--- src/rtl/smt_pkg.sv ---
// Package: request codes, status codes, item structs and sequencer states for the mark table.
`default_nettype none
package smt_pkg;

    localparam logic [3:0] REQ_ADD        = 4'd0;
    localparam logic [3:0] REQ_DEL_AT     = 4'd1;
    localparam logic [3:0] REQ_DEL_TYPE   = 4'd2;
    localparam logic [3:0] REQ_DEL_RANGE  = 4'd3;
    localparam logic [3:0] REQ_DEL_WEAK   = 4'd4;
    localparam logic [3:0] REQ_DEL_BEFORE = 4'd5;
    localparam logic [3:0] REQ_DEL_AFTER  = 4'd6;
    localparam logic [3:0] REQ_CLEAR      = 4'd7;
    localparam logic [3:0] REQ_GET        = 4'd8;
    localparam logic [3:0] REQ_PREV       = 4'd9;
    localparam logic [3:0] REQ_NEXT       = 4'd10;
    localparam logic [3:0] REQ_AROUND     = 4'd11;
    localparam logic [3:0] REQ_COUNT      = 4'd12;

    localparam logic [1:0] ST_OK       = 2'd0;
    localparam logic [1:0] ST_FULL     = 2'd1;
    localparam logic [1:0] ST_PAIR_DEL = 2'd2;
    localparam logic [1:0] ST_NONE     = 2'd3;

    localparam logic [7:0] ANY_TYPE    = 8'hFF;
    localparam logic [7:0] HIGH_NIBBLE = 8'hF0;

    typedef struct packed {
        logic [3:0]  req_type;
        logic [23:0] position;
        logic [23:0] range_end;
        logic [7:0]  type_code;
        logic [7:0]  type_mask;
        logic [23:0] window;
        logic        in_broadcast;
    } req_t;

    typedef struct packed {
        logic        found;
        logic [23:0] out_position;
        logic [7:0]  out_type;
        logic        out_broadcast;
        logic [6:0]  tally;
        logic [1:0]  status;
    } rsp_t;

    typedef struct packed {
        logic [23:0] position;
        logic [7:0]  mtype;
        logic        broadcast;
    } mark_t;

    // Sequencer states: one table entry is read per SCAN cycle
    typedef enum logic [2:0] {
        S_IDLE,
        S_SCAN,
        S_WAIT,
        S_DONE
    } state_t;

endpackage
`default_nettype wire

--- src/rtl/smt_store.sv ---
// Mark store: one memory with a registered read port and one write port.
`default_nettype none
module smt_store #(
    parameter int CAPACITY = 64,
    parameter int IW = 6
) (
    input  wire logic                clk,
    input  wire logic [IW-1:0]       rd_addr,
    output smt_pkg::mark_t           rd_data,
    input  wire logic                wr_en,
    input  wire logic [IW-1:0]       wr_addr,
    input  wire smt_pkg::mark_t      wr_data
);

    smt_pkg::mark_t mem [CAPACITY];

    // Write one entry, read one entry, both clocked
    always_ff @(posedge clk)
    begin
        if (wr_en)
        begin
            mem[wr_addr] <= wr_data;
        end
        rd_data <= mem[rd_addr];
    end

endmodule
`default_nettype wire

--- src/rtl/sorted_mark_table.sv ---
// Top level: sorted mark table with a sequencer over one memory.
// Each item is one sweep through the table: the sequencer reads entry i and
// writes at most one entry per cycle, so compaction (deletes) and shifting
// (add) happen in the same walk. The sweep is paced by the single read port of
// the mark memory: entries are read in order through the SCAN state, then
// WAIT and DONE follow; busy is high outside IDLE and the result is shown
// for one cycle on done. The receiver cannot stall; a new item can be taken
// in the same cycle that shows done.
`default_nettype none
module sorted_mark_table #(
    parameter int CAPACITY = 64
) (
    input  wire logic         clk,
    input  wire logic         rst_n,
    input  wire logic         start,
    input  wire smt_pkg::req_t req,
    output logic              busy,
    output logic              done,
    output smt_pkg::rsp_t     rsp
);

    localparam int IW = (CAPACITY > 1) ? $clog2(CAPACITY) : 1;
    localparam int CW = $clog2(CAPACITY + 1) + 1;

    smt_pkg::state_t state_reg, state_next;
    smt_pkg::req_t   req_reg;
    logic [CW-1:0]   count_reg, count_next;
    logic [CW-1:0]   rd_reg, rd_next;     // read index
    logic [CW-1:0]   wr_reg, wr_next;     // write index (compaction / insert)
    logic            vld_reg, vld_next;   // read data valid for index rd_reg-1
    logic            ins_reg, ins_next;   // new mark already placed
    smt_pkg::mark_t  carry_reg, carry_next; // entry displaced by insert
    logic            carry_v_reg, carry_v_next;
    logic            hit_reg, hit_next;
    smt_pkg::mark_t  hit_mark_reg, hit_mark_next;
    logic            prv_reg, prv_next;
    smt_pkg::mark_t  prv_mark_reg, prv_mark_next;
    logic            nxt_reg, nxt_next;
    smt_pkg::mark_t  nxt_mark_reg, nxt_mark_next;
    logic [CW-1:0]   tal_reg, tal_next;
    logic [1:0]      stat_reg, stat_next;
    logic            exact_reg, exact_next; // add found a mark at the position
    logic            pair_reg, pair_next;
    smt_pkg::mark_t  rd_data;
    logic            wr_en;
    logic [IW-1:0]   wr_addr;
    smt_pkg::mark_t  wr_data;
    smt_pkg::rsp_t   rsp_reg, rsp_next;
    logic            done_reg, done_next;

    smt_store #(.CAPACITY(CAPACITY), .IW(IW)) u_store (
        .clk     (clk),
        .rd_addr (rd_reg[IW-1:0]),
        .rd_data (rd_data),
        .wr_en   (wr_en),
        .wr_addr (wr_addr),
        .wr_data (wr_data)
    );

    // Hold state
    always_ff @(posedge clk or negedge rst_n)
    begin
        if (!rst_n)
        begin
            state_reg <= smt_pkg::S_IDLE;
            count_reg <= '0;
            done_reg  <= 1'b0;
        end
        else
        begin
            state_reg <= state_next;
            count_reg <= count_next;
            done_reg  <= done_next;
        end
    end

    always_ff @(posedge clk)
    begin
        if (start && state_reg == smt_pkg::S_IDLE)
        begin
            req_reg <= req;
        end
        rd_reg       <= rd_next;
        wr_reg       <= wr_next;
        vld_reg      <= vld_next;
        ins_reg      <= ins_next;
        carry_reg    <= carry_next;
        carry_v_reg  <= carry_v_next;
        hit_reg      <= hit_next;
        hit_mark_reg <= hit_mark_next;
        prv_reg      <= prv_next;
        prv_mark_reg <= prv_mark_next;
        nxt_reg      <= nxt_next;
        nxt_mark_reg <= nxt_mark_next;
        tal_reg      <= tal_next;
        stat_reg     <= stat_next;
        exact_reg    <= exact_next;
        pair_reg     <= pair_next;
        rsp_reg      <= rsp_next;
    end

    // Next state
    always_comb
    begin
        state_next = state_reg;
        case (state_reg)
            smt_pkg::S_IDLE:
            begin
                if (start)
                begin
                    state_next = smt_pkg::S_SCAN;
                end
            end
            smt_pkg::S_SCAN:
            begin
                if (rd_reg >= count_reg)
                begin
                    state_next = smt_pkg::S_WAIT;
                end
            end
            smt_pkg::S_WAIT: state_next = smt_pkg::S_DONE;
            smt_pkg::S_DONE: state_next = smt_pkg::S_IDLE;
            default:         state_next = smt_pkg::S_IDLE;
        endcase
    end

    // Datapath: process the entry on the store output, one per cycle
    always_comb
    begin
        logic [23:0]   p;
        logic [7:0]    t;
        logic          del;
        logic          keep_write;
        smt_pkg::mark_t cur;
        smt_pkg::mark_t newm;
        logic [23:0]   dp;
        logic [23:0]   dn;
        logic          pm;
        logic          pick_n;
        logic          have_pick;
        smt_pkg::mark_t pk;
        logic [23:0]   dk;
        logic          matchp;
        logic          full;

        rd_next       = rd_reg;
        wr_next       = wr_reg;
        vld_next      = 1'b0;
        ins_next      = ins_reg;
        carry_next    = carry_reg;
        carry_v_next  = carry_v_reg;
        hit_next      = hit_reg;
        hit_mark_next = hit_mark_reg;
        prv_next      = prv_reg;
        prv_mark_next = prv_mark_reg;
        nxt_next      = nxt_reg;
        nxt_mark_next = nxt_mark_reg;
        tal_next      = tal_reg;
        stat_next     = stat_reg;
        exact_next    = exact_reg;
        pair_next     = pair_reg;
        count_next    = count_reg;
        rsp_next      = rsp_reg;
        done_next     = 1'b0;
        wr_en         = 1'b0;
        wr_addr       = wr_reg[IW-1:0];
        wr_data       = rd_data;
        p             = rd_data.position;
        t             = rd_data.mtype;
        del           = 1'b0;
        keep_write    = 1'b0;
        cur           = rd_data;
        newm.position  = req_reg.position;
        newm.mtype     = req_reg.type_code;
        newm.broadcast = req_reg.in_broadcast;
        dp = '0; dn = '0; pm = 1'b0; pick_n = 1'b0; have_pick = 1'b0;
        pk = prv_mark_reg; dk = '0; matchp = 1'b0; full = 1'b0;

        case (state_reg)
            smt_pkg::S_IDLE:
            begin
                rd_next      = '0;
                wr_next      = '0;
                ins_next     = 1'b0;
                carry_v_next = 1'b0;
                hit_next     = 1'b0;
                prv_next     = 1'b0;
                nxt_next     = 1'b0;
                tal_next     = '0;
                stat_next    = smt_pkg::ST_OK;
                exact_next   = 1'b0;
                pair_next    = 1'b0;
            end
            smt_pkg::S_SCAN, smt_pkg::S_WAIT:
            begin
                // Advance the read index
                if (state_reg == smt_pkg::S_SCAN)
                begin
                    vld_next  = (rd_reg < count_reg);
                    rd_next   = rd_reg + 1'b1;
                end
                if (vld_reg)
                begin
                    // Classify the entry on the store output
                    case (req_reg.req_type)
                        smt_pkg::REQ_DEL_AT:
                            del = (p == req_reg.position);
                        smt_pkg::REQ_DEL_TYPE:
                            del = ((t & req_reg.type_mask) == req_reg.type_code);
                        smt_pkg::REQ_DEL_RANGE:
                            del = (p >= req_reg.position) && (p <= req_reg.range_end)
                                && ((t & smt_pkg::HIGH_NIBBLE) == req_reg.type_code);
                        smt_pkg::REQ_DEL_WEAK:
                            del = (p > req_reg.position) && (p < req_reg.range_end)
                                && (t < (req_reg.type_code & smt_pkg::HIGH_NIBBLE));
                        smt_pkg::REQ_DEL_BEFORE:
                            del = (p < req_reg.position);
                        smt_pkg::REQ_DEL_AFTER:
                            del = (p > req_reg.position);
                        smt_pkg::REQ_ADD:
                            del = (p == req_reg.position) && (t != req_reg.type_code)
                                && ((t & smt_pkg::HIGH_NIBBLE)
                                    == (req_reg.type_code & smt_pkg::HIGH_NIBBLE));
                        default: del = 1'b0;
                    endcase

                    case (req_reg.req_type)
                        smt_pkg::REQ_DEL_AT, smt_pkg::REQ_DEL_TYPE,
                        smt_pkg::REQ_DEL_RANGE, smt_pkg::REQ_DEL_WEAK,
                        smt_pkg::REQ_DEL_BEFORE, smt_pkg::REQ_DEL_AFTER:
                        begin
                            // Compact: keep survivors, drop hits
                            if (del)
                            begin
                                hit_next = 1'b1;
                            end
                            else
                            begin
                                wr_en   = 1'b1;
                                wr_data = cur;
                                wr_next = wr_reg + 1'b1;
                            end
                        end
                        smt_pkg::REQ_ADD:
                        begin
                            if (del)
                            begin
                                pair_next = 1'b1;
                                exact_next = 1'b1;
                            end
                            else if (p == req_reg.position)
                            begin
                                exact_next = 1'b1;
                                if (req_reg.type_code > t)
                                begin
                                    cur = newm;
                                end
                                hit_mark_next = cur;
                                wr_en   = 1'b1;
                                wr_data = cur;
                                wr_next = wr_reg + 1'b1;
                            end
                            else
                            begin
                                keep_write = 1'b1;
                            end
                            if (keep_write)
                            begin
                                wr_en   = 1'b1;
                                wr_next = wr_reg + 1'b1;
                                if (!ins_reg && p > req_reg.position
                                    && !exact_reg && count_reg < CW'(CAPACITY))
                                begin
                                    // Place the new mark, carry this entry on
                                    wr_data      = newm;
                                    hit_mark_next = newm;
                                    ins_next     = 1'b1;
                                    carry_next   = cur;
                                    carry_v_next = 1'b1;
                                end
                                else if (carry_v_reg)
                                begin
                                    wr_data    = carry_reg;
                                    carry_next = cur;
                                end
                                else
                                begin
                                    wr_data = cur;
                                end
                            end
                            else if (carry_v_reg && pair_next)
                            begin
                                wr_en = 1'b0;
                            end
                        end
                        smt_pkg::REQ_GET, smt_pkg::REQ_AROUND:
                        begin
                            if (p == req_reg.position)
                            begin
                                hit_next      = 1'b1;
                                hit_mark_next = cur;
                            end
                        end
                        default: ;
                    endcase

                    // Prev / next candidates
                    matchp = (req_reg.type_code == smt_pkg::ANY_TYPE)
                        || ((t & req_reg.type_mask) == req_reg.type_code);
                    if (p < req_reg.position && matchp)
                    begin
                        prv_next      = 1'b1;
                        prv_mark_next = cur;
                    end
                    if (p > req_reg.position && matchp && !nxt_reg)
                    begin
                        nxt_next      = 1'b1;
                        nxt_mark_next = cur;
                    end
                    if ((t & req_reg.type_mask) == req_reg.type_code)
                    begin
                        tal_next = tal_reg + 1'b1;
                    end
                end
            end
            smt_pkg::S_DONE:
            begin
                // Tail of add: place the new mark or the carried entry; clear and deletes set the count
                full = 1'b0;
                if (req_reg.req_type == smt_pkg::REQ_ADD)
                begin
                    if (pair_reg)
                    begin
                        count_next = count_reg - 1'b1;
                    end
                    else if (!exact_reg)
                    begin
                        if (count_reg >= CW'(CAPACITY))
                        begin
                            full = 1'b1;
                        end
                        else
                        begin
                            wr_en   = 1'b1;
                            wr_addr = wr_reg[IW-1:0];
                            wr_data = ins_reg ? carry_reg : newm;
                            if (!ins_reg)
                            begin
                                hit_mark_next = newm;
                            end
                            count_next = count_reg + 1'b1;
                        end
                    end
                end
                else if (req_reg.req_type == smt_pkg::REQ_CLEAR)
                begin
                    count_next = '0;
                end
                else if (req_reg.req_type >= smt_pkg::REQ_DEL_AT
                         && req_reg.req_type <= smt_pkg::REQ_DEL_AFTER)
                begin
                    count_next = wr_reg;
                end

                // Build the result
                rsp_next = '0;
                done_next = 1'b1;
                case (req_reg.req_type)
                    smt_pkg::REQ_ADD:
                    begin
                        if (pair_reg)
                        begin
                            rsp_next.status = smt_pkg::ST_PAIR_DEL;
                        end
                        else if (full)
                        begin
                            rsp_next.status = smt_pkg::ST_FULL;
                        end
                        else
                        begin
                            rsp_next.found = 1'b1;
                            pk = exact_reg ? hit_mark_reg : (ins_reg ? hit_mark_reg : newm);
                        end
                    end
                    smt_pkg::REQ_DEL_AT:
                    begin
                        if (!hit_reg)
                        begin
                            rsp_next.status = smt_pkg::ST_NONE;
                        end
                    end
                    smt_pkg::REQ_GET:
                    begin
                        rsp_next.found = hit_reg;
                        pk = hit_mark_reg;
                        if (!hit_reg)
                        begin
                            rsp_next.status = smt_pkg::ST_NONE;
                        end
                    end
                    smt_pkg::REQ_PREV:
                    begin
                        rsp_next.found = prv_reg;
                        pk = prv_mark_reg;
                        if (!prv_reg)
                        begin
                            rsp_next.status = smt_pkg::ST_NONE;
                        end
                    end
                    smt_pkg::REQ_NEXT:
                    begin
                        rsp_next.found = nxt_reg;
                        pk = nxt_mark_reg;
                        if (!nxt_reg)
                        begin
                            rsp_next.status = smt_pkg::ST_NONE;
                        end
                    end
                    smt_pkg::REQ_AROUND:
                    begin
                        pm = hit_reg && ((hit_mark_reg.mtype & req_reg.type_mask)
                            == (req_reg.type_code & req_reg.type_mask));
                        dp = req_reg.position - prv_mark_reg.position;
                        dn = nxt_mark_reg.position - req_reg.position;
                        pick_n = !prv_reg || (nxt_reg && dp > dn);
                        have_pick = prv_reg || nxt_reg;
                        dk = pick_n ? dn : dp;
                        if (pm)
                        begin
                            rsp_next.found = 1'b1;
                            pk = hit_mark_reg;
                        end
                        else if (have_pick && dk <= req_reg.window)
                        begin
                            rsp_next.found = 1'b1;
                            pk = pick_n ? nxt_mark_reg : prv_mark_reg;
                        end
                        else
                        begin
                            rsp_next.status = smt_pkg::ST_NONE;
                        end
                    end
                    default: ;
                endcase
                if (rsp_next.found)
                begin
                    rsp_next.out_position  = pk.position;
                    rsp_next.out_type      = pk.mtype;
                    rsp_next.out_broadcast = pk.broadcast;
                end
                if (req_reg.req_type == smt_pkg::REQ_COUNT
                    && req_reg.type_code != smt_pkg::ANY_TYPE)
                begin
                    rsp_next.tally = tal_reg[6:0];
                end
                else
                begin
                    rsp_next.tally = count_next[6:0];
                end
            end
            default: ;
        endcase
    end

    // Drive outputs
    always_comb
    begin
        busy = (state_reg != smt_pkg::S_IDLE);
        done = done_reg;
        rsp  = rsp_reg;
    end

endmodule
`default_nettype wire
--- config.mk ---
export PLATFORM = sky130hd
export DESIGN_NAME = sorted_mark_table
export DESIGN_NICKNAME = d
export VERILOG_FILES = /design/src/rtl/smt_pkg.sv /design/src/rtl/smt_store.sv /design/src/rtl/sorted_mark_table.sv
export SDC_FILE = /design/constraint.sdc
export NUM_CORES = 2
export LEC_CHECK = 0
export BUFFER_PORTS_ARGS = -buffer_cell sky130_fd_sc_hd__buf_4
export CORE_AREA = 2 2 483 485
export DETAILED_ROUTE_END_ITERATION = 8
export DIE_AREA = 0 0 485 487
export PLACE_DENSITY = 0.69
export SLEW_MARGIN = 20
export SYNTH_ARGS = -nofsm -noshare
export SYNTH_HDL_FRONTEND = slang
export SYNTH_SLANG_ARGS = --single-unit
--- constraint.sdc ---
create_clock -name clk -period 6.98 [get_ports clk]
set_clock_uncertainty 0.15 [all_clocks]
set_input_delay 0.349 -clock clk [delete_from_list [all_inputs] [get_ports clk]]
set_output_delay 0.349 -clock clk [all_outputs]
set_load 0.01 [all_outputs]
; ---- Yosys cells after proc, flatten, opt, wreduce, memory -nomap -nowiden
; Memory sizes are Yosys's and may differ from the RTL's. A register that Yosys moved wholly into a read port is not among the register bits.
; Cells that the tools add are included.
[word_totals]
regBits = 311
ramBits = 2112
out_inout_bits = 45
wordCells = 295
mem_count = 1
[mem_list]
columns = name, depth, word_bits, rd, rd_clocked_by_memory_dff, wr, line
row1 = u_store.mem, 64, 33, 1, 1, 1, smt_store.sv:15  ; smt_pkg::mark_t mem [CAPACITY];
[op_classes]
add_sub_neg = 7
n_lt_le_gt_ge = 15
n_eq_ne = 48
n_mux = 129
bitwise_logic = 3
n_reduce_logical = 53
[op_table]
columns = operator, n
row1 = $mux W33, 33
row2 = $pmux W33 S2, 3
row3 = $pmux W33 S4, 1
row4 = $mux W8, 14
row5 = $pmux W8 S2, 4
row6 = $mux W1, 51
row7 = $gt A24 B24 Y1, 2
row8 = $le A24 B24 Y1, 2
row9 = $lt A24 B24 Y1, 2
row10 = $sub A24 B24 Y24, 2
row11 = $add A8 B1 Y8 const B, 4
row12 = $ne A2 B2 Y1 const B, 14
row13 = $and A8 B8 Y8, 3
row14 = $eq A24 B24 Y1, 1
row15 = $eq A8 B8 Y1, 3
row16 = $ge A24 B24 Y1, 1
row17 = $mux W24, 1
row18 = $eq A4 B4 Y1 const B, 5
row19 = $logic_and A1 B1 Y1, 19
row20 = $ne A3 B3 Y1 const B, 6
row21 = $pmux W1 S2, 9
row22 = $reduce_and A3 Y1, 6
row23 = $eq A4 B3 Y1 const B, 4
row24 = $lt A8 B8 Y1, 2
row25 = 38 further kinds, 63

; ---- Depth between registers and ports, before layout
[logic_depth]
ltp_word = 18
mapped_depth = 36

; ---- By module
; Synthesis repeated with hierarchy kept, for this count alone.
[unflattened]
hier_cells = 5831
hier_area_um2 = 103061.3
[by_module_without_submodules]
columns = mod, instances, cells_each, area_per_inst_um2, seq_area_each_um2
row1 = smt_store, 1, 3610, 81094.0, 64081.5
row2 = sorted_mark_table, 1, 2221, 21967.3, 9213.8

; ---- Worst setup path after synthesis
; Ideal clock, no wire load.
[synth_path]
path_kind = reg-to-reg
from = register req_reg[65] (netlist bit)
to = register rsp_reg (netlist bit rsp[19]), data pin
setup_time_ns = 0.258
t_arrival_ns = 6.996
path_slack_ns = -0.424
stages_incl_launch_ff = 36
n_path_buf = 3
cell_sequence = edfxtp_1 inv_1 ha_1 inv_1 fa_1 a211oi_1 nor2_1 o21ai_0 o21ai_0 o41a_1 a21o_1 a21oi_1 xnor2_1 ha_1 a21o_1 a21o_1 a211oi_1 o31ai_1 a2111oi_2 o31a_1 buf_2 buf_1 nand2_1 o21ai_0 ha_1 a21o_1 a21o_1 a2111oi_0 o21ai_0 nand3_1 o211ai_1 nor3_4 buf_6 mux2i_1 a21oi_1 o221a_1
[synth_via]
elab_chain_cells = 11
[synth_rtl]
columns = element, line
row1 = from (decl), sorted_mark_table.sv:26  ; smt_pkg::req_t req_reg;
row2 = from (signal assigned), sorted_mark_table.sv:81  ; req_reg <= req;
row3 = $sub A24 B24 Y24 (on tied branches), "sorted_mark_table.sv:423, sorted_mark_table.sv:424"
row4 = $gt A24 B24 Y1, sorted_mark_table.sv:425  ; pick_n = !prv_reg || (nxt_reg && dp > dn);
row5 = $logic_and A1 B1 Y1, sorted_mark_table.sv:425
row6 = $logic_or A1 B1 Y1, sorted_mark_table.sv:425
row7 = $mux W24, sorted_mark_table.sv:427  ; dk = pick_n ? dn : dp;
row8 = $le A24 B24 Y1, sorted_mark_table.sv:433  ; else if (have_pick && dk <= req_reg.window)
row9 = $logic_and A1 B1 Y1, sorted_mark_table.sv:433
row10 = $mux W1, sorted_mark_table.sv:433
row11 = $mux W1, sorted_mark_table.sv:428  ; if (pm)
row12 = $pmux W1 S5, sorted_mark_table.sv:368  ; case (req_reg.req_type)
row13 = $mux W1, sorted_mark_table.sv:179  ; case (state_reg)
row14 = to (signal assigned), sorted_mark_table.sv:99  ; rsp_reg <= rsp_next;
row15 = to (decl), sorted_mark_table.sv:48  ; smt_pkg::rsp_t rsp_reg, rsp_next;
; Parallel ways exist; a longest one is shown, timed or not. The select of a mux whose other input is x is not followed.
; A chain may end at the register's enable or synchronous reset.

; ---- Final worst setup path
[layout_path]
from = register nxt_mark_reg[9] (netlist bit)
to = register rsp_reg (netlist bit rsp[15]), data pin
[layout_via]
elab_chain_cells = 11
[layout_rtl]
columns = element, line
row1 = from (decl), sorted_mark_table.sv:39  ; smt_pkg::mark_t nxt_mark_reg, nxt_mark_next;
row2 = from (signal assigned), sorted_mark_table.sv:94  ; nxt_mark_reg <= nxt_mark_next;
row3 = $sub A24 B24 Y24 (*), sorted_mark_table.sv:424  ; dn = nxt_mark_reg.position - req_reg.position;
row4 = $gt A24 B24 Y1, sorted_mark_table.sv:425
row5 = $logic_and A1 B1 Y1, sorted_mark_table.sv:425
row6 = $logic_or A1 B1 Y1, sorted_mark_table.sv:425
row7 = $mux W24, sorted_mark_table.sv:427
row8 = $le A24 B24 Y1, sorted_mark_table.sv:433
row9 = $logic_and A1 B1 Y1, sorted_mark_table.sv:433
row10 = $mux W1, sorted_mark_table.sv:433
row11 = $mux W1, sorted_mark_table.sv:428
row12 = $pmux W1 S5, sorted_mark_table.sv:368
row13 = $mux W1, sorted_mark_table.sv:179
; Every way passes the cells marked *; elsewhere a longest branch is shown, timed or not. The select of a mux whose other input is x is not followed.

==> flow_metrics.tcl <==
set metrics [dict create \
    stdcell_area_um2 122000 \
    maxSlewHeadroom 0.234 \
    syn_inst 5541 \
    ys_seq_area_frac 0.708 \
    nets 6411 \
    rsz0062_at_grt "true" \
    io_buffers 140 \
    finalCritPeriodShare 1.06 \
    worst_path_most_repeated_cell "buf_4" \
    globalplace.congestion 0.884 \
    synth_nets 5810 \
    syn_area_um2 103000 \
    p_leak_nw 40.2 \
    setup_violations 34 \
    cts_buffer_depth 3 \
    finish.utilization 0.526 \
    grt_pass1_wl_um 393000 \
    vias 57133 \
    required_ns 7.41 \
    ctsRootBufferMaster "clkbuf_16" \
    synth_cell_types 88 \
    drcViolationCount 0 \
    cts_tree "built" \
    setup_slack_ns -0.397 \
    place_area_um2 112000 \
    wl_um 268000 \
    worstPathMaxFanout 8 \
    fmax_ghz 0.136 \
    violations "setup timing" \
    finalMaxSlewViolations 0 \
    async_flop_share 0.00448 \
    power.total_mw 53.1 \
    mostFrequentLayoutCells "2409 x edfxtp_1, 693 x mux4_2, 443 x buf_4" \
    worstSetupEndpoint "rsp[15]" \
    hold_viol 0 \
    synthFlopType "edfxtp_1" \
    drtPass1Iterations 6 \
    placed_cells 8793 \
    cts.sink_count 2454 \
    reg2reg_to "rsp[15]" \
    status "finished, violations left" \
    r2r_slack_ns -0.40 \
    setup.worst_path.start "nxt_mark_reg[9]" \
    multi_input_area_um2 29300 \
    htreeDepth 4 \
    r2r.worst_path.cells 34 \
    fin_crit_ns 7.38 \
    wire_per_inst_um 28.6 \
    ys_ff_latch 2454 \
    ys_warn_count 0 \
    cp-start-kind "flip-flop" \
    antenna_found_initial 10 \
    maxCapViolCount 0 \
    insertion_delay_ns 0.90 \
    die_w_um 485 \
    p_per_area_nw_per_um2 436 \
    cts_made_buffers 241 \
    syn_to_final_growth_pct 17.6 \
    drive_gt1_frac 0.285 \
    core_um2 231000 \
    synth_edf_count 2409 \
    tightestPinTransition_ns 1.15 \
    ioPinCount 141 \
    arrival_ns 7.81 \
    dp_hpwl_um 160000 \
    initialDrtViolationCount 6972 \
    regArea_um2 73300 \
    crit_path_top_delay_cell "a221o_4" \
    ir_worst_vdd_uv 447 \
    hp-class "in2reg" \
    grt_max_degree 157 \
    rows 177 \
    nFillCells 17702 \
    critPathCaptureType "flip-flop" \
    drtAntennaViolNets 0 \
    largest_reg_flops 2112 \
    start_util 0.447 \
    die_area_um2 236000 \
    cp_slowest_stage_delay_ns 0.62 \
    path_clk_slew_ns 0.06 \
    timing.rr.start "nxt_mark_reg[9]" \
    critPathKind "reg2reg" \
    final_common_cell "edfxtp_1" \
    vias_per_cell 6.08 \
    die_h_um 487 \
    fin_cells 9401 \
    syn_area_per_cell_um2 18.7 \
    hold_slack_ns 0.0308 \
    globalRouteTotalUtil 0.226 \
    overflow 0 \
    grt_pass1_vias 57696 \
]
-- worst min path at each step --
| stage | slack [ns] | cells after the start | start | endpoint |
|---|---|---|---|---|
| 5_1_grt | 0.003 | 2 | req[53] | req_reg[53] |
| 6_report | 0.03 | 2 | req[53] | req_reg[53] |
| 3_5_place_dp | 0.05 | 1 | rst_n | done |
| 2_1_floorplan | -0.1 | 0 | rst_n | count_reg[0] |
| 4_1_cts | 0.003 | 2 | req[55] | req_reg[55] |
| 3_3_place_gp | 0.05 | 1 | rst_n | done |
-- per-stage QoR --
stage	setup TNS (ns)	setup slack (ns)
final	-12.69	-0.397
after global routing	-26.63	-0.798
after detailed placement	-28.38	-0.825
after CTS	-5.06	-0.214
after global placement	-29.72	-0.850
after floorplan	0	0.0120
-- logic make-up (layout without fill, tap and decap cells) --
group,Yosys count,in the layout,synth area share
fa+ha+maj,173,173,0.0211
other cells,0,3,0
mux,747,747,0.156
compound gates,847,847,0.0540
buf+inv,455,1269,0.0180
xor+xnor,68,68,0.00576
simple gates,797,797,0.0366
flops,2454,2454,0.708
-- power by group --
part	internal [mW]	switching, mW
clock	7.43	5.58
combinational	7.64	11.0
sequential	20.4	0.940
-- cell usage after synthesis (6+ instances only) --
library cell / n / share of area
buf_2: 64 / 0.0031
a211oi_1: 11 / 0.00080
a221oi_1: 36 / 0.0030
or3_1: 45 / 0.0027
buf_1: 29 / 0.0011
xnor2_1: 42 / 0.0036
a21bo_2: 11 / 0.0011
o21ai_0: 274 / 0.013
nand2_1: 278 / 0.010
buf_6: 10 / 0.0011
o22ai_1: 25 / 0.0015
a21boi_1: 7 / 0.00051
o21a_1: 29 / 0.0021
a21o_1: 72 / 0.0052
mux2i_1: 38 / 0.0037
nand4_1: 33 / 0.0020
nor2_1: 193 / 0.0070
nor3_1: 19 / 0.00092
and2_1: 26 / 0.0016
a21boi_0: 6 / 0.00044
inv_1: 138 / 0.0050
a21oi_1: 164 / 0.0079
o21bai_1: 8 / 0.00058
a221o_1: 23 / 0.0022
clkbuf_1: 212 / 0.0077
dfxtp_1: 34 / 0.0066
o21ai_1: 13 / 0.00063
o221a_1: 30 / 0.0033
nand2b_1: 60 / 0.0036
edfxtp_1: 2409 / 0.70
o31ai_1: 9 / 0.00065
o221ai_1: 36 / 0.0030
and3_1: 15 / 0.00091
nand3_1: 69 / 0.0033
a31oi_1: 39 / 0.0024
nor2b_1: 30 / 0.0018
ha_1: 171 / 0.021
mux2_2: 16 / 0.0017
mux4_2: 693 / 0.15
dfrtp_1: 11 / 0.0027
o211ai_1: 6 / 0.00044
xor2_1: 26 / 0.0022
-- critical path: cells and delay by family (launching register included) --
family          cells  cell delay [ns]
compound gates     15             2.97
fa+ha+maj           4             1.14
buf+inv             7             1.02
simple gates        5             0.93
flops               1             0.38
xor+xnor            2             0.38
mux                 1             0.15
-- final cells by class --
cell class	instances	share of cell area
clock buffer	321	0.0539
inverter	139	0.00429
multi-input combinational	2632	0.241
clock inverter	135	0.0119
antenna	3	0.0000617
timing repair buffer	674	0.0557
sequential	2454	0.602
tap	3043	0.0313
-- repair_timing --
| action | in CTS | in global routing |
|---|---|---|
| hold buffers | 114 | 0 |
| endpoints found under the hold margin | 110 | 0 |
| pin swaps | 19 | 6 |
| cloned | 8 | 0 |
| setup buffers | 25 | 4 |
| gates resized for setup | 48 | 9 |
| setup endpoints to repair | 36 | 36 |
-- per-layer routing --
layer	global-route usage	vias to the layer above	part of all wire	wire, um
li1	-	23968	-	-
met1	0.306	29992	0.40	107000
met2	0.376	2717	0.49	132000
met3	0.0355	450	0.078	20900
met4	0.0700	6	0.031	8190
met5	0	-	0.00013	36
Power figures use the tool's default switching activity.
